`config.mk`:
```
export PLATFORM = sky130hd
export DESIGN_NAME = fup_queue
export DESIGN_NICKNAME = d
export VERILOG_FILES = /design/src/rtl/core/form_urlencoded_parser_assert.svh /design/src/rtl/core/fup_pkg.sv /design/src/rtl/core/fup_queue.sv
export SDC_FILE = /design/constraint.sdc
export NUM_CORES = 1
export LEC_CHECK = 0
export BUFFER_PORTS_ARGS = -buffer_cell sky130_fd_sc_hd__buf_4
export CAP_MARGIN = 20
export CORE_ASPECT_RATIO = 1.25
export CORE_MARGIN = 3
export CORE_UTILIZATION = 25
export CTS_BUF_LIST = sky130_fd_sc_hd__clkbuf_16
export CTS_CLUSTER_DIAMETER = 120
export DETAILED_ROUTE_END_ITERATION = 10
export PLACE_DENSITY_LB_ADDON = 0.05
export SLEW_MARGIN = 10
export SYNTH_ARGS = -nofsm -noshare
export SYNTH_HDL_FRONTEND = slang
export SYNTH_SLANG_ARGS = --single-unit
```
`constraint.sdc`:
```
create_clock -name clk -period 2.5 [get_ports clk]
set_clock_uncertainty 0.2 [all_clocks]
set_input_delay 0.375 -clock clk [delete_from_list [all_inputs] [get_ports clk]]
set_output_delay 0.375 -clock clk [all_outputs]
set_load 0.02 [all_outputs]
```
`src/rtl/core/form_urlencoded_parser_assert.svh`:
```
// Assertion macros for the form body decoder.
// Included by the top level; relies on clk and arst_n being in scope.
`ifndef FORM_URLENCODED_PARSER_ASSERT_SVH
`define FORM_URLENCODED_PARSER_ASSERT_SVH

// Consequent checked in the same cycle as the antecedent.
`define FUP_ASSERT_SAME(label, ante, cons, msg) \
	label: assert property (@(posedge clk) disable iff (!arst_n) (ante) |-> (cons)) \
		else $error(msg);

// Consequent checked in the cycle after the antecedent.
`define FUP_ASSERT_NEXT(label, ante, cons, msg) \
	label: assert property (@(posedge clk) disable iff (!arst_n) (ante) |=> (cons)) \
		else $error(msg);

`endif

```
`src/rtl/core/fup_pkg.sv`:
```
// Shared types, character constants and the hex digit rule of the decoder.
// No dependencies.
package fup_pkg;

	localparam int FIFO_DEPTH = 4;
	localparam int FIFO_AW    = $clog2(FIFO_DEPTH);
	localparam int FIFO_CW    = FIFO_AW + 1;

	localparam logic [7:0] CH_PLUS        = 8'h2b;
	localparam logic [7:0] CH_PCT         = 8'h25;
	localparam logic [7:0] CH_AMP         = 8'h26;
	localparam logic [7:0] CH_EQ          = 8'h3d;
	localparam logic [7:0] CH_SPACE       = 8'h20;
	localparam logic [7:0] CH_ZERO        = 8'h30;
	localparam logic [7:0] CH_UPPER_A     = 8'h41;
	localparam logic [7:0] HEX_CASE_MASK  = 8'hdf;
	localparam logic [7:0] HEX_ALPHA_BASE = 8'd10;

	typedef enum logic [1:0] {
		KIND_NAME  = 2'd0,
		KIND_VALUE = 2'd1,
		KIND_END   = 2'd2
	} kind_t;

	typedef enum logic [2:0] {
		ESC_IDLE = 3'b001,
		ESC_HI   = 3'b010,
		ESC_LO   = 3'b100
	} esc_t;

	typedef struct packed {
		logic       has_data;
		logic       is_value;
		logic [7:0] data;
		logic       has_end;
	} cmd_t;

	typedef struct packed {
		logic full;
		logic empty;
	} fifo_stat_t;

	// Unchecked digit rule: a plus counts as a space, result wraps to 8 bits.
	function automatic logic [7:0] hex_digit(input logic [7:0] c);
		logic [7:0] ch;
		ch = (c == CH_PLUS) ? CH_SPACE : c;
		if (ch >= CH_UPPER_A) begin
			return (ch & HEX_CASE_MASK) - CH_UPPER_A + HEX_ALPHA_BASE;
		end
		return ch - CH_ZERO;
	endfunction

endpackage

```
`src/rtl/core/fup_queue.sv`:
```
// Short command queue between the front and back ends.
// Depends on fup_pkg.
module fup_queue import fup_pkg::*; (
	input  logic       clk,
	input  logic       arst_n,
	input  logic       push,
	input  cmd_t       push_data,
	input  logic       pop,
	output cmd_t       pop_data,
	output fifo_stat_t stat
);

	localparam logic [FIFO_CW-1:0] FIFO_FULL = FIFO_CW'(FIFO_DEPTH);

	cmd_t               mem_q [FIFO_DEPTH];
	logic [FIFO_AW-1:0] wr_q;
	logic [FIFO_AW-1:0] rd_q;
	logic [FIFO_CW-1:0] cnt_q;
	logic               do_push;
	logic               do_pop;

	assign stat.full  = (cnt_q == FIFO_FULL);
	assign stat.empty = (cnt_q == '0);
	assign do_push    = push && !stat.full;
	assign do_pop     = pop && !stat.empty;
	assign pop_data   = mem_q[rd_q];

	always_ff @(posedge clk) begin
		if (do_push) begin
			mem_q[wr_q] <= push_data;
		end
	end

	always_ff @(posedge clk or negedge arst_n) begin
		if (!arst_n) begin
			wr_q  <= '0;
			rd_q  <= '0;
			cnt_q <= '0;
		end else begin
			if (do_push) begin
				wr_q <= wr_q + 1'b1;
			end
			if (do_pop) begin
				rd_q <= rd_q + 1'b1;
			end
			if (do_push && !do_pop) begin
				cnt_q <= cnt_q + 1'b1;
			end else if (do_pop && !do_push) begin
				cnt_q <= cnt_q - 1'b1;
			end
		end
	end

endmodule

```
==> flow_metrics.env, run 1 <==
export IMPL_status="finished clean"
export IMPL_critical_path_buf_inv_count=1
export IMPL_antenna_found_initial=0
export IMPL_clkTransAtPathRegs_ps=70
export IMPL_fin_crit_ps=2355
export IMPL_drtAntennaViolNets=0
export IMPL_ir_drop_mv=0.4484
export IMPL_reg2reg_setup_slack_ps=140
export IMPL_whs_path_depth=1
export IMPL_die_y_um=107.0
export IMPL_layout_common_cells="edfxtp_1, buf_4, mux4_1"
export IMPL_worstSetupPathType="reg -> reg"
export IMPL_drc=0
export IMPL_worstRegToRegCells=8
export IMPL_grt_max_degree=17
export IMPL_nets=154
export IMPL_synthSimpleGateAreaFrac_pct=3.066
export IMPL_fmax_ghz=0.4246
export IMPL_crit_path_end_kind="flop"
export IMPL_finalNonFillerCells=229
export IMPL_leakage_nw=0.9771
export IMPL_p_per_area_nw_per_um2=1233
export IMPL_critPathMostFrequentCell="xor2_1"
export IMPL_worst_pin_slew_ps=322.4
export IMPL_arrival_ps=2350
export IMPL_num_rows=36
export IMPL_ys_types=20
export IMPL_rsz0062_at_grt="no"
export IMPL_clkSinkCount=51
export IMPL_grt_pass1_wl_mm=5.975
export IMPL_cts_buffer_depth=2
export IMPL_die_area_um2=9290
export IMPL_synth_edf_count=44
export IMPL_holdWs_ps=87.19
export IMPL_r2r_start="cnt_q[0]$_DFFE_PN0P_"
export IMPL_insertion_delay_ps=280
export IMPL_drive_above_1_share_pct=37.31
export IMPL_maxCapViolations=0
export IMPL_synthXorXnorAreaFrac_pct=2.575
export IMPL_syn_area_um2=2041
export IMPL_dr_pass1_iters=4
export IMPL_synth_top_area_cell="edfxtp_1"
export IMPL_post_cts_buffers=0
export IMPL_synth_flop_cell="edfxtp_1"
export IMPL_synthArstFlopShare_pct=13.73
export IMPL_h_tree_depth=2
export IMPL_final_util_pct=32.97
export IMPL_diodes=0
export IMPL_dr_total_vias=977
export IMPL_hold_violations=0
export IMPL_hold_end="mem_q[3][6]$_DFFE_PP_"
export IMPL_synth_area_top_cells="edfxtp_1, mux4_1, dfrtp_1"
export IMPL_hpwl_mm=2.606
export IMPL_startpoint_type="flop"
export IMPL_place_gp_congestion=0.6821
export IMPL_worstHoldStart="push_data[6]"
export IMPL_hp_class="in -> reg"
export IMPL_netlist_instances=93
export IMPL_grt_pass1_vias=1090
export IMPL_ys_seq_area_share_pct=73.33
export IMPL_wl_mm=3.767
export IMPL_power_mw=3.205
export IMPL_synth_top_family_by_area="multiplexers"
export IMPL_cp_slowest_cell="dfrtp_2"
export IMPL_syn_to_final_growth_pct=27.35
export IMPL_wl_per_cell_um=16.45
export IMPL_drt_initial_drc_count=46
export IMPL_slew_violations=0
export IMPL_ys_warn_count=0
export IMPL_synth_compound_area_share_pct=0
export IMPL_grt_overflow=0
export IMPL_path_cells="or3_1 > nand2_1 > ha_1 > inv_1 > fa_1 > xor2_1 > nor2_1 > xor2_1"
export IMPL_finalSetupViolCount=0
export IMPL_cts_buffers=5
export IMPL_initial_utilization_pct=25.89
export IMPL_period_share_pct=94.21
export IMPL_placed_cells=220
export IMPL_layout_commonest_cell="edfxtp_1"
export IMPL_rr_endpoint="cnt_q[2]$_DFFE_PN0P_"
export IMPL_path_max_fanout=4
export IMPL_cts_tree="built"
export IMPL_core_um2=7883
export IMPL_synth_area_mux_share_pct=14.90
export IMPL_port_buffers=27
export IMPL_syn_nets=114
export IMPL_ys_ff_latch=51
export IMPL_tns_ps=0
export IMPL_io_pins=28
export IMPL_crit_family="simple AND/OR/NAND/NOR gates"
export IMPL_max_stage_delay_ps=440
export IMPL_yosys_area_share_adder_pct=4.047
export IMPL_crit_required_ps=2500
export IMPL_clock_root_buffer="clkbuf_16"
export IMPL_maxSlewHeadroom_pct=78.51
export IMPL_synth_avg_cell_area_um2=21.94
export IMPL_vias_per_cell=4.266
export IMPL_dieWidth_um=86.81
export IMPL_grt_usage_pct=8.847
export IMPL_yosysTopAreaCellShare_pct=64.75
[kinds of logic after synthesis]
kind of cell             count (synthesis)
XOR/XNOR                                 6
AND/OR/NAND/NOR                         10
flip-flops                              51
adder cells (fa/ha/maj)                  6
multiplexers                            13
buffers and inverters                    7
[layer usage]
layer	track usage, %	wire length (um)
met3	2.229	134
met1	11.04	1659
met4	3.675	29
met5	0	0
met2	14.44	1943
[power breakdown]
group	internal (mW)	switching (mW)	total, mW
clock network	0.573	0.287	0.859
logic	0.534	0.560	1.09
registers	1.15	0.103	1.25
[metrics by stage]
stage / area [um2] / setup WS [ps]
finish: 2599 / 144.7
global route: 2599 / 15.85
CTS: 2597 / 109.9
detailed placement: 2395 / 134.7
global placement: 2395 / 275.3
floorplan: 2041 / 205.2
[synth_stat cells, drive strengths merged, types with 2 or more instances]
cell type  number
edfxtp         44
mux4           11
dfrtp           7
ha              5
and2            4
inv             4
xnor2           4
buf             3
mux2            2
xor2            2
[how the worst max path moves through the flow]
stage                               startpoint              endpoint  slack, ps  cells after the start
after floorplan           cnt_q[0]$_DFFE_PN0P_  cnt_q[1]$_DFFE_PN0P_        210                      7
after global placement    cnt_q[0]$_DFFE_PN0P_  cnt_q[2]$_DFFE_PN0P_        280                      8
after detailed placement  cnt_q[0]$_DFFE_PN0P_  cnt_q[2]$_DFFE_PN0P_        130                      8
after CTS                 cnt_q[0]$_DFFE_PN0P_  cnt_q[2]$_DFFE_PN0P_        110                      8
after global routing      cnt_q[0]$_DFFE_PN0P_  cnt_q[2]$_DFFE_PN0P_         20                      8
final                     cnt_q[0]$_DFFE_PN0P_  cnt_q[2]$_DFFE_PN0P_        140                      8
[timing repair]
action	4_1_cts	5_1_grt
endpoints found under the setup margin	0	1
hold endpoints to repair	7	0
hold buffers	1	0
resized for setup	0	1
[area by class of cell]
| cell class | instances | area (um2) |
|---|---|---|
| Clock buffer | 5 | 125.1 |
| Inverter | 4 | 15.01 |
| Sequential cell | 51 | 1498 |
| Fill cell | 751 | 5284 |
| Timing Repair Buffer | 36 | 272.8 |
| Clock inverter | 3 | 67.56 |
| Multi-Input combinational cell | 35 | 501.7 |
| Tap cell | 95 | 118.9 |
[state kept, by name, summed over array words and instances (netlist names)]
register / cells
mem_q: 44
cnt_q: 3
rd_q: 2
wr_q: 2
Power figures use the tool's default switching activity.
==> run 2, diff against run 1 <==
- clock period: 2.5 -> 2.7 ns (I/O delays scaled with it)
==> flow_metrics.env, run 2 (synthesis gave the netlist of run 1 again) <==
export IMPL_regArea_um2=1496
export IMPL_grt_max_degree=16
export IMPL_grt_pass1_vias=1034
export IMPL_nFillCells=754
export IMPL_layout_commonest_cell="edfxtp_1"
export IMPL_nets=152
export IMPL_dr_pass1_iters=4
export IMPL_core_um2=7883
export IMPL_crit_required_ps=2100
export IMPL_finalSetupViolCount=0
export IMPL_dieWidth_um=86.81
export IMPL_status="finished clean"
export IMPL_max_stage_delay_ps=610
export IMPL_critical_path_endpoint="pop_data[0]"
export IMPL_port_buffers=27
export IMPL_wl_mm=3.732
export IMPL_maxCapViolations=0
export IMPL_wl_per_cell_um=16.44
export IMPL_grt_pass1_wl_mm=5.678
export IMPL_rsz0062_at_grt="no"
export IMPL_finalNonFillerCells=227
export IMPL_h_tree_depth=2
export IMPL_die_y_um=107.0
export IMPL_worstRegToRegCells=8
export IMPL_crit_path_end_kind="primary output"
export IMPL_drtAntennaViolNets=0
export IMPL_leakage_nw=0.9489
export IMPL_period_share_pct=86.83
export IMPL_layout_common_cells="edfxtp_1, buf_4, mux4_1"
export IMPL_cts_buffer_depth=2
export IMPL_worstHoldStart="push_data[5]"
export IMPL_power_mw=2.743
export IMPL_die_area_um2=9290
export IMPL_clkTransAtPathRegs_ps=60
export IMPL_cts_buffers=5
export IMPL_drive_above_1_share_pct=34.85
export IMPL_hpwl_mm=2.529
export IMPL_final_util_pct=32.11
export IMPL_clock_root_buffer="clkbuf_16"
export IMPL_p_per_area_nw_per_um2=1084
export IMPL_grt_overflow=0
export IMPL_io_pins=28
export IMPL_slew_violations=0
export IMPL_worst_pin_slew_ps=647.8
export IMPL_drc=0
export IMPL_arrival_ps=1740
export IMPL_reg_top3="mem_q x44, cnt_q x3"
export IMPL_drt_initial_drc_count=35
export IMPL_place_gp_congestion=0.6665
export IMPL_syn_to_final_growth_pct=24.03
export IMPL_hold_violations=0
export IMPL_diodes=0
export IMPL_fin_crit_ps=2344
export IMPL_holdWs_ps=120.2
export IMPL_fmax_ghz=0.4266
export IMPL_placed_cells=218
export IMPL_multi_input_area_um2=501.7
export IMPL_vias_per_cell=4.256
export IMPL_tns_ps=0
export IMPL_r2r_start="cnt_q[0]$_DFFE_PN0P_"
export IMPL_maxSlewHeadroom_pct=56.81
export IMPL_post_cts_buffers=0
export IMPL_cp_slowest_cell="mux4_1"
export IMPL_reg2reg_setup_slack_ps=380
export IMPL_largest_register_ff_count=44
export IMPL_rr_endpoint="cnt_q[2]$_DFFE_PN0P_"
export IMPL_antenna_found_initial=0
export IMPL_path_cells="buf_4 > mux4_1 > buf_4"
export IMPL_path_max_fanout=11
export IMPL_ir_drop_mv=0.3603
export IMPL_initial_utilization_pct=25.89
export IMPL_startpoint="rd_q[0]$_DFFE_PN0P_"
export IMPL_startpoint_type="flop"
export IMPL_dr_total_vias=966
export IMPL_cts_tree="built"
export IMPL_hp_class="in -> reg"
export IMPL_grt_usage_pct=8.559
export IMPL_critPathMostFrequentCell="buf_4"
export IMPL_worstSetupPathType="reg -> out"
export IMPL_clkSinkCount=51
export IMPL_insertion_delay_ps=280
export IMPL_top_register="mem_q"
export IMPL_num_rows=36
-- run 2: cell types whose count changed in the layout (fill, tap and decap cells not counted), sizes merged --
cell,change
inv,+1
buf,-2
clkinv,+1
bufinv,-2
-- run 2: worst min-delay path by stage --
stage / to / slack, ps / cells past startpoint
global route: mem_q[0][8]$_DFFE_PP_ / 110 / 1
detailed placement: cnt_q[1]$_DFFE_PN0P_ / 30 / 1
floorplan: cnt_q[0]$_DFFE_PN0P_ / -90 / 0
finish: mem_q[3][5]$_DFFE_PP_ / 120 / 1
global placement: cnt_q[0]$_DFFE_PN0P_ / 20 / 1
CTS: mem_q[3][1]$_DFFE_PP_ / 110 / 1
-- run 2: area by class of cell --
class,count,share of cell area [%]
Clock buffer,5,4.943
Multi-Input combinational cell,35,19.82
Timing Repair Buffer,34,10.18
Sequential cell,51,59.12
Inverter,4,0.5932
Clock inverter,3,0.6426
Tap cell,95,4.696
-- run 2: report_power, final --
group          internal [mW]  switching (mW)
clock                  0.338           0.261
sequential              1.06           0.117
combinational          0.479           0.487
total                   1.88           0.865
-- run 2: routing by layer --
metal | track usage [%] | vias up | wire length (um) | part of all wire (%)
met5 | 0 | - | 0 | 0
met4 | 3.675 | 0 | 63 | 1.7
met3 | 2.152 | 7 | 119 | 3.2
met2 | 14.28 | 20 | 1966 | 53
met1 | 10.35 | 497 | 1583 | 42
li1 | - | 442 | - | -
-- run 2: worst max-delay path: cells and delay by family, from the launching register on --
family	cells	cell delay, ps
mux	1	610
flops	1	380
buf+inv	2	460
-- run 2: what timing repair did --
| item | in CTS | in global routing |
|---|---|---|
| resized for setup | 0 | 0 |
| hold buffers | 1 | 0 |
| hold endpoints to repair | 7 | 0 |
-- run 2: per-stage QoR --
step | setup WS (ps) | area [um2]
2_1_floorplan | 405.2 | 2041
3_3_place_gp | 451.6 | 2380
3_5_place_dp | 370.9 | 2380
4_1_cts | 317.7 | 2531
5_1_grt | 248.6 | 2531
6_report | 355.6 | 2531
==> run 3, diff against run 2 <==
- REMOVE_ABC_BUFFERS: default -> 1
==> flow_metrics.env, run 3 (synthesis gave the netlist of run 1 again) <==
export IMPL_layout_common_cells="edfxtp_1, buf_4, mux4_1"
export IMPL_h_tree_depth=2
export IMPL_fin_crit_ps=2414
export IMPL_hp_class="in -> reg"
export IMPL_r2r_start="cnt_q[0]$_DFFE_PN0P_"
export IMPL_port_buffers=27
export IMPL_maxCapViolations=0
export IMPL_grt_pass1_vias=1055
export IMPL_leakage_nw=0.9725
export IMPL_diodes=0
export IMPL_placed_cells=218
export IMPL_hold_end="mem_q[1][6]$_DFFE_PP_"
export IMPL_drt_initial_drc_count=46
export IMPL_rsz0062_at_grt="no"
export IMPL_period_share_pct=89.39
export IMPL_layout_commonest_cell="edfxtp_1"
export IMPL_multi_input_area_um2=501.7
export IMPL_path_max_fanout=8
export IMPL_worst_pin_slew_ps=593.2
export IMPL_dr_pass1_iters=4
export IMPL_clock_root_buffer="clkbuf_16"
export IMPL_worstSetupPathType="reg -> out"
export IMPL_path_cells="buf_12 > mux4_1 > buf_4"
export IMPL_num_rows=36
export IMPL_clkTransAtPathRegs_ps=70
export IMPL_wl_mm=3.682
export IMPL_hpwl_mm=2.533
export IMPL_die_area_um2=9290
export IMPL_dr_total_vias=954
export IMPL_grt_usage_pct=8.667
export IMPL_drive_above_1_share_pct=35.61
export IMPL_slew_violations=0
export IMPL_tns_ps=0
export IMPL_io_pins=28
export IMPL_finalNonFillerCells=227
export IMPL_grt_overflow=0
export IMPL_dieWidth_um=86.81
export IMPL_hold_violations=0
export IMPL_crit_required_ps=2100
export IMPL_largest_register_ff_count=44
export IMPL_finalSetupViolCount=0
export IMPL_clkSinkCount=51
export IMPL_cts_buffer_depth=2
export IMPL_nets=152
export IMPL_cts_resized=0
export IMPL_top_register="mem_q"
export IMPL_status="finished clean"
export IMPL_die_y_um=107.0
export IMPL_arrival_ps=1810
export IMPL_crit_path_end_kind="primary output"
export IMPL_regArea_um2=1496
export IMPL_initial_utilization_pct=25.89
export IMPL_grt_pass1_wl_mm=5.775
export IMPL_grt_max_degree=17
export IMPL_reg2reg_setup_slack_ps=370
export IMPL_wl_per_cell_um=16.22
export IMPL_max_stage_delay_ps=580
export IMPL_whs_path_depth=1
export IMPL_ir_drop_mv=0.4552
export IMPL_cts_tree="built"
export IMPL_drtAntennaViolNets=0
export IMPL_insertion_delay_ps=280
export IMPL_worstHoldStart="push_data[6]"
export IMPL_p_per_area_nw_per_um2=1139
export IMPL_antenna_found_initial=0
export IMPL_vias_per_cell=4.203
export IMPL_holdWs_ps=116.5
export IMPL_reg_top3="mem_q x44, cnt_q x3"
export IMPL_rr_endpoint="cnt_q[2]$_DFFE_PN0P_"
export IMPL_cp_slowest_cell="mux4_1"
export IMPL_nFillCells=750
export IMPL_startpoint_type="flop"
export IMPL_drc=0
export IMPL_worstRegToRegCells=8
export IMPL_place_gp_congestion=0.6327
export IMPL_fmax_ghz=0.4143
export IMPL_core_um2=7883
export IMPL_maxSlewHeadroom_pct=60.46
export IMPL_syn_to_final_growth_pct=27.16
export IMPL_cts_buffers=5
==> run 3: how the worst max path moves through the flow <==
stage                           end                  from  cells past startpoint
3_3_place_gp   cnt_q[2]$_DFFE_PN0P_  cnt_q[0]$_DFFE_PN0P_                      8
5_1_grt        cnt_q[2]$_DFFE_PN0P_  cnt_q[0]$_DFFE_PN0P_                      8
2_1_floorplan  cnt_q[1]$_DFFE_PN0P_  cnt_q[0]$_DFFE_PN0P_                      6
3_5_place_dp   cnt_q[2]$_DFFE_PN0P_  cnt_q[0]$_DFFE_PN0P_                      8
4_1_cts                 pop_data[7]   rd_q[0]$_DFFE_PN0P_                      3
6_report                pop_data[7]   rd_q[0]$_DFFE_PN0P_                      3
==> run 3: routing by layer <==
layer | vias up | wire, um | global-route usage, %
met4 | 0 | 23 | 3.675
met2 | 21 | 1954 | 14.39
li1 | 443 | - | -
met5 | - | 0 | 0
met1 | 488 | 1569 | 10.48
met3 | 2 | 134 | 2.306
==> run 3: power breakdown <==
group | internal [mW] | switching (mW)
combinational | 0.497 | 0.467
clock | 0.530 | 0.266
sequential | 1.06 | 0.135
==> run 3: repair_timing <==
action / in CTS / in global routing
endpoints found under the setup margin: 0 / 0
hold endpoints to repair: 7 / 0
buffers inserted: 0 / 0
hold buffers: 1 / 0
==> run 3: stage by stage <==
| step | worst slack [ps] | util (%) | cell area [um2] | total power, mW |
|---|---|---|---|---|
| 4_1_cts | 258.6 | 32.92 | 2595 | 3.020 |
| 3_5_place_dp | 379.4 | 30.35 | 2392 | 2.215 |
| 2_1_floorplan | 408.9 | - | 2013 | 1.770 |
| 3_3_place_gp | 468.5 | 30.35 | 2392 | 2.192 |
| 5_1_grt | 225.2 | 32.92 | 2595 | 3.124 |
| 6_report | 286.5 | 32.92 | 2595 | 2.956 |
==> run 3: cell type report <==
cell class | instances | area share (%)
Clock buffer | 5 | 4.822
Clock inverter | 3 | 2.604
Inverter | 4 | 0.5786
Multi-Input combinational cell | 35 | 19.33
Sequential cell | 51 | 57.67
Tap cell | 95 | 4.581
Timing Repair Buffer | 34 | 10.41
==> run 3: worst max-delay path, delay by kind of cell, from the launching register on <==
| family | cells | cell delay [ps] |
|---|---|---|
| mux | 1 | 580 |
| flops | 1 | 570 |
| buf+inv | 2 | 370 |
