--- config.mk ---
export PLATFORM = sky130hd
export DESIGN_NAME = fup_front_flat
export DESIGN_NICKNAME = d
export VERILOG_FILES = /design/src/rtl/core/form_urlencoded_parser_assert.svh /design/src/rtl/core/fup_pkg.sv /design/src/rtl/core/fup_stream_if.sv /design/src/rtl/core/fup_front.sv /design/src/flat_wrapper.sv
export SDC_FILE = /design/constraint.sdc
export NUM_CORES = 1
export LEC_CHECK = 0
export BUFFER_PORTS_ARGS = -buffer_cell sky130_fd_sc_hd__buf_2
export CELL_PAD_IN_SITES_DETAIL_PLACEMENT = 1
export CELL_PAD_IN_SITES_GLOBAL_PLACEMENT = 2
export CORE_ASPECT_RATIO = 1.5
export CORE_MARGIN = 5
export CORE_UTILIZATION = 33
export DETAILED_ROUTE_END_ITERATION = 10
export PLACE_DENSITY = 0.85
export SLEW_MARGIN = 10
export SYNTH_ARGS = -nofsm -noshare
export SYNTH_HDL_FRONTEND = slang
export SYNTH_SLANG_ARGS = --single-unit
--- constraint.sdc ---
create_clock -name clk -period 8.8 [get_ports clk]
set_clock_uncertainty 0.05 [all_clocks]
set_input_delay 0.88 -clock clk [delete_from_list [all_inputs] [get_ports clk]]
set_output_delay 0.88 -clock clk [all_outputs]
set_load 0.05 [all_outputs]
--- src/rtl/core/form_urlencoded_parser_assert.svh ---
// Assertion macros for the form body decoder.
// Included by the top level; relies on clk and arst_n being in scope.
`ifndef FORM_URLENCODED_PARSER_ASSERT_SVH
`define FORM_URLENCODED_PARSER_ASSERT_SVH

// Consequent checked in the same cycle as the antecedent.
`define FUP_ASSERT_SAME(label, ante, cons, msg) \
	label: assert property (@(posedge clk) disable iff (!arst_n) (ante) |-> (cons)) \
		else $error(msg);

// Consequent checked in the cycle after the antecedent.
`define FUP_ASSERT_NEXT(label, ante, cons, msg) \
	label: assert property (@(posedge clk) disable iff (!arst_n) (ante) |=> (cons)) \
		else $error(msg);

`endif

--- src/rtl/core/fup_pkg.sv ---
// Shared types, character constants and the hex digit rule of the decoder.
// No dependencies.
package fup_pkg;

	localparam int FIFO_DEPTH = 4;
	localparam int FIFO_AW    = $clog2(FIFO_DEPTH);
	localparam int FIFO_CW    = FIFO_AW + 1;

	localparam logic [7:0] CH_PLUS        = 8'h2b;
	localparam logic [7:0] CH_PCT         = 8'h25;
	localparam logic [7:0] CH_AMP         = 8'h26;
	localparam logic [7:0] CH_EQ          = 8'h3d;
	localparam logic [7:0] CH_SPACE       = 8'h20;
	localparam logic [7:0] CH_ZERO        = 8'h30;
	localparam logic [7:0] CH_UPPER_A     = 8'h41;
	localparam logic [7:0] HEX_CASE_MASK  = 8'hdf;
	localparam logic [7:0] HEX_ALPHA_BASE = 8'd10;

	typedef enum logic [1:0] {
		KIND_NAME  = 2'd0,
		KIND_VALUE = 2'd1,
		KIND_END   = 2'd2
	} kind_t;

	typedef enum logic [2:0] {
		ESC_IDLE = 3'b001,
		ESC_HI   = 3'b010,
		ESC_LO   = 3'b100
	} esc_t;

	typedef struct packed {
		logic       has_data;
		logic       is_value;
		logic [7:0] data;
		logic       has_end;
	} cmd_t;

	typedef struct packed {
		logic full;
		logic empty;
	} fifo_stat_t;

	// Unchecked digit rule: a plus counts as a space, result wraps to 8 bits.
	function automatic logic [7:0] hex_digit(input logic [7:0] c);
		logic [7:0] ch;
		ch = (c == CH_PLUS) ? CH_SPACE : c;
		if (ch >= CH_UPPER_A) begin
			return (ch & HEX_CASE_MASK) - CH_UPPER_A + HEX_ALPHA_BASE;
		end
		return ch - CH_ZERO;
	endfunction

endpackage

--- src/rtl/core/fup_stream_if.sv ---
// Valid/ready channel interfaces for raw body bytes and decoded tokens.
// Depends on fup_pkg.
interface fup_body_if;
	logic       valid;
	logic       ready;
	logic [7:0] raw_byte;
	logic       body_end;

	modport source (output valid, output raw_byte, output body_end, input ready);
	modport sink (input valid, input raw_byte, input body_end, output ready);
endinterface


--- src/rtl/core/fup_front.sv ---
// Front end: accepts raw bytes, tracks escape and name/value state, and
// issues one queue command per byte that gives any result. Depends on fup_pkg.
module fup_front import fup_pkg::*; (
	input  logic          clk,
	input  logic          arst_n,
	fup_body_if.sink      body,
	input  fifo_stat_t    qstat,
	output logic          push,
	output cmd_t          cmd
);

	esc_t       esc_q, esc_d;
	logic [3:0] high_q, high_d;
	logic       val_q, val_d;
	logic       is_amp;
	logic       dec_vld;
	logic [7:0] dec_b;
	logic [7:0] digit;
	logic       accept;

	assign body.ready = !qstat.full;
	assign accept     = body.valid && body.ready;
	assign digit      = hex_digit(body.raw_byte);

	always_comb begin
		is_amp  = (body.raw_byte == CH_AMP);
		dec_vld = 1'b0;
		dec_b   = '0;
		esc_d   = esc_q;
		high_d  = high_q;
		val_d   = val_q;
		cmd     = '0;
		if (!is_amp) begin
			unique case (esc_q)
				ESC_HI: begin
					high_d = digit[3:0];
					esc_d  = ESC_LO;
				end
				ESC_LO: begin
					dec_b   = {high_q, 4'h0} + digit;
					dec_vld = 1'b1;
					esc_d   = ESC_IDLE;
					high_d  = '0;
				end
				default: begin
					if (body.raw_byte == CH_PCT) begin
						esc_d  = ESC_HI;
						high_d = '0;
					end else begin
						dec_b   = (body.raw_byte == CH_PLUS) ? CH_SPACE : body.raw_byte;
						dec_vld = 1'b1;
						esc_d   = ESC_IDLE;
					end
				end
			endcase
		end
		if (dec_vld) begin
			if (!val_q && dec_b == CH_EQ) begin
				val_d = 1'b1;
			end else begin
				cmd.has_data = 1'b1;
				cmd.is_value = val_q;
				cmd.data     = dec_b;
			end
		end
		if (is_amp || body.body_end) begin
			cmd.has_end = 1'b1;
			esc_d       = ESC_IDLE;
			high_d      = '0;
			val_d       = 1'b0;
		end
	end

	assign push = accept && (cmd.has_data || cmd.has_end);

	always_ff @(posedge clk or negedge arst_n) begin
		if (!arst_n) begin
			esc_q  <= ESC_IDLE;
			high_q <= '0;
			val_q  <= 1'b0;
		end else if (accept) begin
			esc_q  <= esc_d;
			high_q <= high_d;
			val_q  <= val_d;
		end
	end

endmodule

--- src/flat_wrapper.sv ---
// flat-port wrapper written by rule: the top's interface ports become plain ports
module fup_front_flat import fup_pkg::*;
  (clk, arst_n, qstat, push, cmd, body_valid, body_raw_byte, body_body_end, body_ready);
  fup_body_if body_i ();
  input  logic clk;
  input  logic arst_n;
  input  fifo_stat_t qstat;
  output logic push;
  output cmd_t cmd;
  input wire logic [$bits(body_i.valid)-1:0] body_valid;
  input wire logic [$bits(body_i.raw_byte)-1:0] body_raw_byte;
  input wire logic [$bits(body_i.body_end)-1:0] body_body_end;
  output wire logic [$bits(body_i.ready)-1:0] body_ready;
  assign body_i.valid = body_valid;
  assign body_i.raw_byte = body_raw_byte;
  assign body_i.body_end = body_body_end;
  assign body_ready = body_i.ready;
  fup_front u_core (.clk(clk), .arst_n(arst_n), .body(body_i), .qstat(qstat), .push(push), .cmd(cmd));
endmodule
==> summary.md, run 1 <==
| Metric | Value |
|---|---|
| Status | completed |
| Share of flip-flops with an asynchronous set or reset | 1.00 |
| IO Count | 27 |
| Distinct cells, synth | 52 |
| CTS resizes | 0 |
| Synthesis Warnings | 0 |
| First-pass DRT Iterations | 4 |
| Die ar. | 5250 um2 |
| R2r worst-path depth | 9 |
| Layout cells sized above 1 | 0.195 |
| Crit path max-delay cell type | o41ai_4 |
| WP data required | 7870 ps |
| Input/output buffers | 25 |
| Worst R2R Start | u_core.high_q[0]$_DFFE_PN0P_ |
| Hold Path Class | in -> async |
| Gate Count Post-Synth | 166 |
| Clk slew on worst S/H paths | 40 ps |
| Mapped cell area | 1280 um2 |
| DRC | 0 |
| Crit Path Class | in -> out |
| Slew Limit Headroom | 0.557 |
| Vias in the first global route | 1367 |
| Worst slew pin tran | 654 ps |
| Root Buffer | clkbuf_8 |
| DP HPWL | 3.37 mm |
| Final worst slack | 2470 ps |
| Syn_area_per_cell | 7.70 um2 |
| Cell family with most CP delay | compound AO/OA/AOI/OAI gates |
| Fin. Hold Viols | 0 |
| Maximum vdd ir drop | 92.4 uV |
| Later-pin clock latency in the skew report | 230 ps |
| FP Rows | 27 |
| Leading cell type in the layout, fill and taps excluded | buf_2 |
| Fillers | 493 |
| Arr. time, crit path | 5400 ps |
| Max cap viols | 0 |
| Power Density | 94.1 nW/um2 |
| Post-Place Worst Slack | 2470 ps |
| CTS Buffer Depth | 2 |
| Commonest cells after routing, fill and taps aside | buf_2 (25), nor2_1 (24), inv_1 (13), nand2_1 (13), ha_1 (13) |
| Global-route wire length before repair | 6.73 mm |
| Clock Sinks | 8 |
| Maximum clock rate | 158 MHz |
| Final period demand of the worst path | 6330 ps |
| # placed instances | 229 |
| #FFs+latches synth | 8 |
| Crit-path max cell delay | 610 ps |
| EDFF count, synth | 0 |
| RSZ-0062 raised after global routing | false |
| Via count | 1332 |
| Reg-to-reg slack, setup | 6080 ps |
| Fin. max-slew vios | 0 |
| Worst path buffer plus inverter count | 4 |
| DRT antenna net count | 0 |
| Period utilization | 0.719 |
| Finished Layout Cells | 233 |
| Routed WL | 3.98 mm |
| Die Span X | 60.8 um |
| Syn nets | 194 |
| H-Tree Level Count | 1 |
| Die Y | 86.2 um |
| Initial antenna violation count | 0 |
| R2R Path End | u_core.val_q$_DFFE_PN0P_ |
| Inserted Clock Buffers | 3 |
| TNS Setup | 0 ps |
| Post-cts hold buffer count | 0 |
| GPL Wtd Cong | 0.843 |
| Grt ovf | 0 |
| Max FO, Critical Path | 8 |
| Crit path cell chain | buf_2 > inv_1 > ha_1 > a21boi_0 > a221oi_1 > nand3_1 > nand2_1 > nand2_1 > o211ai_1 > o21a_1 > ha_1 > inv_1 > fa_1 > xor2_1 > nor2_1 > a2111oi_0 > nand4_1 > o41ai_4 > nor2_1 > buf_2 |
| FF+latch area | 201 um2 |
| P&R area growth vs syn | 15.3% |
| Fin util | 0.397 |
| Commonest register cell after synthesis | dfrtp_1 |
| Endpoints failing setup | 0 |
| # Post-CTS Setup Buffers | 0 |
| Antenna Cells | 0 |
| Seq/Total Area, Yosys | 0.158 |
| Fin nets | 219 |
| CTS tree | built |
| Iteration-0 DRC Markers | 42 |
| GRT Total Usage | 0.163 |
| Crit path launch type | input pin |
| Vias per inst | 5.72 |
| Avg WL per Cell | 17.1 um |
| Setup crit end kind | primary output |
| Initial Util | 0.344 |
| Largest net degree at the start of global routing | 14 |
| Core Area | 3720 um2 |
| Area of the multi-input gates | 1000 um2 |
| Leakage | 0.664 nW |
-- worst max-delay path by stage --
| stage | slack [ps] | startpoint | cells after the start | endpoint |
|---|---|---|---|---|
| floorplan | 2970 | body_raw_byte[3] | 17 | cmd[4] |
| global placement | 2640 | body_raw_byte[4] | 20 | push |
| detailed placement | 2470 | body_raw_byte[4] | 20 | cmd[3] |
| CTS | 2450 | body_raw_byte[4] | 20 | cmd[3] |
| global route | 2130 | body_raw_byte[1] | 19 | cmd[3] |
| finish | 2470 | body_raw_byte[4] | 20 | cmd[3] |
-- logic make-up after synthesis --
family          after synthesis  share of synthesized area
fa+ha+maj                    14                      0.143
simple gates                 65                      0.251
mux                           3                     0.0254
buf+inv                      18                     0.0607
flops                         8                      0.158
xor+xnor                      7                     0.0479
compound gates               51                      0.314
-- power breakdown --
group          total (mW)  switching (mW)  internal [mW]  leakage (nW)
sequential         0.0393         0.00124         0.0380         0.108
combinational      0.0542          0.0366         0.0175         0.533
clock              0.0453          0.0139         0.0313        0.0228
-- registers in the layout (all words and copies together), names as in the netlist --
register	count
u_core.esc_q	3
u_core.high_q	4
u_core.val_q	1
-- layout make-up --
class                           count  share of cell area
Sequential cell                     8               0.137
Multi-Input combinational cell    140               0.678
Clock buffer                        4              0.0306
Inverter                           13              0.0331
Tap cell                           43              0.0365
Timing Repair Buffer               25              0.0849
-- stage by stage --
stage                     cell area [um2]  hold slack [ps]  power (mW)
after global placement               1430              452      0.0925
after CTS                            1470              443       0.140
after floorplan                      1280              423      0.0785
after detailed placement             1430              453      0.0940
after global routing                 1470              447       0.147
final                                1470              439       0.139
-- synth_stat cells, drive strengths merged (2+ instances only) --
cell    instances  share of area
nor2           24          0.070
ha             13           0.13
inv            13          0.038
nand2          13          0.038
a21oi           9          0.038
dfrtp           7           0.14
nand3           7          0.027
xnor2           6          0.041
a21o            5          0.029
a31oi           4          0.020
o21ai           4          0.016
a22o            3          0.021
and2            3          0.015
buf             3          0.017
nand4           3          0.015
nor3            3          0.012
o211ai          3          0.018
a22oi           2          0.012
a32o            2          0.016
clkbuf          2         0.0059
mux2            2          0.018
nand2b          2         0.0098
nand4b          2          0.014
nor4            2         0.0098
o22a            2          0.014
o31a            2          0.014
o31ai           2          0.012
o41ai           2          0.028
-- metal layers --
metal / vias up / part of all wire / GRT usage
li1: 669 / - / -
met1: 633 / 0.43 / 0.203
met2: 26 / 0.54 / 0.302
met3: 4 / 0.025 / 0.0104
met4: 0 / 0.0075 / 0.0296
met5: - / 0 / 0
No activity file was read; power rests on OpenSTA's default activity.
==> run 2: changes to the inputs <==
- CORE_UTILIZATION: 33 -> 28
- PLACE_DENSITY: 0.85 -> 0.77
- clock period: 8.8 -> 5.7 ns (I/O delays scaled with it)
==> summary.md, run 2 (synthesis gave the netlist of run 1 again) <==
| Metric | Value |
|---|---|
| Worst slew pin tran | 691 ps (+37.3 ps) |
| Maximum clock rate | 187 MHz |
| Sequential power share | 0.276 (-0.007) |
| Core Area | 4470 um2 (+20%) |
| Clk slew on worst S/H paths | 40 ps (about the same) |
| Leakage | 0.681 nW (+2.6%) |
| GRT Total Usage | 0.150 (-0.0137) |
| Power Density | 145 nW/um2 (+54%) |
| H-Tree Level Count | 1 (unchanged) |
| Commonest cells after routing, fill and taps aside | buf_2 (25), nor2_1 (24), inv_1 (13), nand2_1 (13), ha_1 (13) |
| Die Y | 92.8 um (+7.6%) |
| Largest net degree at the start of global routing | 14 (unchanged) |
| DP HPWL | 3.60 mm (+6.6%) |
| Combinational fraction of design power | 0.397 (+0.007) |
| Int Pwr | 136 uW (+56%) |
| Post-cts hold buffer count | 0 (unchanged) |
| Crit path to | push |
| WP data required | 5080 ps (-2790 ps) |
| R2r worst-path depth | 9 (unchanged) |
| Leading cell type in the layout, fill and taps excluded | buf_2 |
| Status | completed |
| Sw frac | 0.381 (+0.00730) |
| Crit Path Class | in -> out |
| Global-route wire length before repair | 7.31 mm (+8.6%) |
| Largest regs | u_core.high_q: 4 flops, u_core.esc_q: 3 flops, u_core.val_q: 1 flops |
| Clock power frac | 0.327 (about the same) |
| Reg-to-reg slack, setup | 3020 ps (-3060 ps) |
| Final period demand of the worst path | 5340 ps |
| TNS Setup | 0 ps (unchanged) |
| DRT antenna net count | 0 (unchanged) |
| Fin nets | 222 (+1.4%) |
| Psw | 83.4 uW (+61%) |
| GPL Wtd Cong | 0.821 (-2.6%) |
| Crit path launch type | input pin |
| Max FO, Critical Path | 6 (-2) |
| Most flop-heavy register | u_core.high_q |
| Later-pin clock latency in the skew report | 230 ps (about the same) |
| Root Buffer | clkbuf_8 |
| Period utilization | 0.937 |
| Endpoints failing setup | 0 (unchanged) |
| CTS tree | built |
| Max FFs per register | 4 (unchanged) |
| Initial Util | 0.286 (-0.0578) |
| P&R area growth vs syn | 18.1% |
| Grt ovf | 0 (unchanged) |
| FP Rows | 30 (+11%) |
| Setup crit end kind | primary output |
| Via count | 1361 (+2.2%) |
| IO Count | 27 (unchanged) |
| Routed WL | 4.29 mm (+7.8%) |
| Finished layout cell area | 1510 um2 (+2.5%) |
| Worst setup path start | body_raw_byte[4] |
| CTS Buffer Depth | 2 (unchanged) |
| Max cap viols | 0 (unchanged) |
| Input/output buffers | 25 (unchanged) |
| Die Span X | 65.2 um (+7.2%) |
| Worst R2R Start | u_core.high_q[0]$_DFFE_PN0P_ |
| Antenna Cells | 0 (unchanged) |
| Iteration-0 DRC Markers | 27 (-36%) |
| Avg WL per Cell | 17.8 um (+4.2%) |
| Vias in the first global route | 1506 (+10%) |
| Slew Limit Headroom | 0.532 (-0.0253) |
| Layout cells sized above 1 | 0.212 (+0.0177) |
| Initial antenna violation count | 0 (unchanged) |
| Fin. max-slew vios | 0 (unchanged) |
| Fin. Hold Viols | 0 (unchanged) |
| Clock Sinks | 8 (unchanged) |
| RSZ-0062 raised after global routing | false |
| Die ar. | 6050 um2 (+15%) |
| Hold Path Class | in -> async |
| Vias per inst | 5.65 (-1.2%) |
| First-pass DRT Iterations | 4 (unchanged) |
| Inserted Clock Buffers | 3 (unchanged) |
| Arr. time, crit path | 4720 ps (-680 ps) |
| R2R Path End | u_core.val_q$_DFFE_PN0P_ |
| Post-DP Area | 1450 um2 (+1.5%) |
| Maximum vdd ir drop | 127 uV (+37%) |
| DRC | 0 (unchanged) |
[run 2: cell count changes in the layout (fill, tap and decap cells not counted)]
cell       before  now
a221oi_2        0    1
a2111oi_0       1    0
buf_4           0    3
a221oi_1        1    0
a2111oi_1       0    1
[run 2: repair_timing]
| action | CTS | global route |
|---|---|---|
| setup endpoints to repair | 0 | 6 |
| resized for setup | 0 | 2 |
| setup buffers | 0 | 1 |
[run 2: critical path, cell delays in order]
cell	delay, ps
buf_2	140
inv_1	130
ha_1	290
nand2_1	140
o211ai_1	310
nand3_1	210
buf_4	210
nand3_1	100
o21a_1	120
ha_1	180
inv_1	70
fa_1	400
xor2_1	200
nor2_1	80
a2111oi_1	420
nand4_1	280
o41ai_4	390
buf_4	200
a21oi_2	60
buf_2	220
[run 2: layer usage]
layer  vias up  global-route usage  share of wire
met5         -                   0              0
met4         0              0.0623          0.028
met3        11              0.0158          0.033
met2        39               0.273           0.53
met1       640               0.172           0.41
li1        671                   -              -
[run 2: stage by stage]
step	setup slack, ps	power (mW)	util	std cells	hold WS, ps
final	359	0.219	0.338	241	130
after global routing	5.64	0.236	0.338	241	129
after CTS	176	0.221	0.335	240	132
after detailed placement	191	0.147	0.325	236	377
after global placement	263	0.144	0.325	236	370
after floorplan	494	0.121	-	166	224
[run 2: cell type report]
cell class | count | area (um2)
clock buffer | 4 | 45.0
fill | 558 | 2960
tap | 48 | 60.1
multi-input combinational | 140 | 1010
inverter | 13 | 48.8
timing repair buffer | 28 | 148
sequential | 8 | 201
[run 2: power by group through the flow]
stage | Clock [mW] | Combinational, mW | Sequential, mW
global placement | 0 | 0.0834 | 0.0610
floorplan | 0 | 0.0604 | 0.0607
detailed placement | 0 | 0.0859 | 0.0612
finish | 0.0716 | 0.0868 | 0.0605
CTS | 0.0737 | 0.0865 | 0.0604
global route | 0.0809 | 0.0945 | 0.0606
[run 2: worst min path at each step]
stage / startpoint / end / cells after the start
floorplan: arst_n / u_core.esc_q[1]$_DFFE_PN0P_ / 0
global placement: arst_n / u_core.high_q[2]$_DFFE_PN0P_ / 1
detailed placement: arst_n / u_core.high_q[1]$_DFFE_PN0P_ / 1
CTS: arst_n / u_core.val_q$_DFFE_PN0P_ / 1
global route: arst_n / u_core.val_q$_DFFE_PN0P_ / 1
finish: arst_n / u_core.val_q$_DFFE_PN0P_ / 1
==> run 3: changes to the inputs <==
- clock period: 5.7 -> 4.59 ns (I/O delays scaled with it)
==> summary.md, run 3 (synthesis gave the netlist of run 1 again) <==
| Metric | Value |
|---|---|
| Later-pin clock latency in the skew report | 230 ps (about the same) |
| Initial Util | 0.286 (unchanged) |
| Area of the multi-input gates | 1040 um2 (+3.6%) |
| GPL Wtd Cong | 0.834 (+1.6%) |
| Iteration-0 DRC Markers | 56 (+110%) |
| Avg WL per Cell | 17.2 um (-3.2%) |
| Largest net degree at the start of global routing | 11 (-3) |
| Die Span X | 65.2 um (unchanged) |
| Arr. time, crit path | 3870 ps (-850 ps) |
| Routed WL | 4.80 mm (+12%) |
| Post-cts hold buffer count | 0 (unchanged) |
| First-pass DRT Iterations | 4 (unchanged) |
| Root Buffer | clkbuf_8 |
| H-Tree Level Count | 1 (unchanged) |
| Max FO, Critical Path | 3 (-3) |
| Fin util | 0.417 (+0.0784) |
| Hold Path Class | in -> async |
| Sw frac | 0.373 (-0.00727) |
| Max FFs per register | 4 (unchanged) |
| Post-DP Area | 1730 um2 (+19%) |
| FP Rows | 30 (unchanged) |
| Antenna Cells | 0 (unchanged) |
| Global-route wire length before repair | 7.82 mm (+6.9%) |
| Finished layout cell area | 1860 um2 (+23%) |
| Psw | 112 uW (+35%) |
| Core Area | 4470 um2 (unchanged) |
| DRC | 0 (unchanged) |
| IO Count | 27 (unchanged) |
| DRT antenna net count | 0 (unchanged) |
| Vias in the first global route | 1690 (+12%) |
| Via count | 1545 (+14%) |
| Maximum clock rate | 228 MHz |
| Final Power | 301 uW (+37%) |
| GRT Total Usage | 0.161 (+0.0113) |
| CTS Buffer Depth | 2 (unchanged) |
| Worst slew pin tran | 771 ps (+79.9 ps) |
| Crit Path Class | in -> out |
| CTS tree | built |
| Period utilization | 0.954 |
| Finished Layout Cells | 279 (+16%) |
| FF+latch area | 201 um2 (unchanged) |
| Combinational fraction of design power | 0.445 (+0.048) |
| Vias per inst | 5.54 (-1.9%) |
| Fin. Hold Viols | 0 (unchanged) |
| Input/output buffers | 25 (unchanged) |
| TNS Setup | 0 ps (unchanged) |
| Clk slew on worst S/H paths | 40 ps (about the same) |
| Int Pwr | 189 uW (+39%) |
| Layout cells sized above 1 | 0.385 (+0.173) |
| WP data required | 4080 ps (-1000 ps) |
| Leading cell type in the layout, fill and taps excluded | buf_4 |
| Die ar. | 6050 um2 (unchanged) |
| Max cap viols | 0 (unchanged) |
| # placed instances | 272 (+15%) |
| Power Density | 162 nW/um2 (+12%) |
| Largest regs | u_core.high_q: 4 flops, u_core.esc_q: 3 flops, u_core.val_q: 1 flops |
| Final period demand of the worst path | 4380 ps |
| Clock power frac | 0.305 (-0.022) |
| Initial antenna violation count | 0 (unchanged) |
| Most flop-heavy register | u_core.high_q |
| Maximum vdd ir drop | 158 uV (+25%) |
| Die Y | 92.8 um (unchanged) |
| Fin. max-slew vios | 0 (unchanged) |
| Leakage | 0.871 nW (+28%) |
| DP HPWL | 4.01 mm (+12%) |
| Slew Limit Headroom | 0.478 (-0.0541) |
| Grt ovf | 0 (unchanged) |
| Fillers | 571 (+2.3%) |
| Fin nets | 260 (+17%) |
| Status | completed |
| Clock Sinks | 8 (unchanged) |
| Commonest cells after routing, fill and taps aside | buf_4 (44), nor2_1 (24), buf_2 (18), nand2_1 (13) |
| Setup crit end kind | primary output |
| P&R area growth vs syn | 45.5% |
| Sequential power share | 0.250 (-0.026) |
| Endpoints failing setup | 0 (unchanged) |
| Inserted Clock Buffers | 3 (unchanged) |
| Crit path launch type | input pin |
[run 3: final cells by class]
class                   instances  share of cell area
repair buffers                 66               0.248
flip-flops and latches          8               0.108
inverters                      13              0.0262
clock buffers                   4              0.0242
well taps                      48              0.0323
multi-input cells             140               0.561
[run 3: metal layers]
layer	up-vias	wire length (um)	track usage
li1	750	-	-
met1	762	1930	0.177
met2	26	2710	0.320
met3	7	92	0.0121
met4	0	70	0.0398
met5	-	0	0
[run 3: power by group through the flow]
stage | Combinational [mW] | Sequential, mW | Clock, mW
2_1_floorplan | 0.0755 | 0.0754 | 0
3_3_place_gp | 0.122 | 0.0758 | 0
3_5_place_dp | 0.126 | 0.0761 | 0
4_1_cts | 0.130 | 0.0751 | 0.0927
5_1_grt | 0.145 | 0.0753 | 0.0971
6_report | 0.134 | 0.0751 | 0.0919
[run 3: worst max-delay path: stages]
cell       delay, ps
buf_2            120
inv_2             80
ha_4             150
buf_4            110
nand4b_1         140
a21o_1           200
nand3_1          100
nand2_1           80
o211ai_1         220
o21a_1           160
ha_2             180
inv_1             60
fa_2             350
xor2_1           140
nor2_1            80
a2111oi_2        220
nand4_1          210
buf_4            180
buf_4            130
nor3_2           190
nor4_2            60
clkbuf_4         240
[run 3: repair_timing]
item	CTS	global route
buffers inserted	0	3
pin swaps	2	9
setup endpoints to repair	7	7
resized for setup	8	18
[run 3: worst paths after layout]
kind                                                   start  depth (start not counted)  slack [ps]                      endpoint
worst min register to register  u_core.high_q[1]$_DFFE_PN0P_                          1         490  u_core.high_q[1]$_DFFE_PN0P_
worst max-delay path                        body_raw_byte[6]                         22         210                        cmd[4]
max in group asynchronous                             arst_n                          1        4230   u_core.esc_q[0]$_DFFE_PN1P_
min in group clk                u_core.high_q[1]$_DFFE_PN0P_                          1         490  u_core.high_q[1]$_DFFE_PN0P_
worst min-delay path                                  arst_n                          1          20  u_core.high_q[3]$_DFFE_PN0P_
worst max register to register   u_core.esc_q[1]$_DFFE_PN0P_                          9        1880      u_core.val_q$_DFFE_PN0P_
[run 3: through the flow]
stage | hold slack [ps] | setup slack (ps)
after floorplan | 113 | 73.6
after global placement | 259 | -285
after detailed placement | 270 | -330
after CTS | 22.1 | 1.43
after global routing | 22.6 | -11.2
final | 20.1 | 213
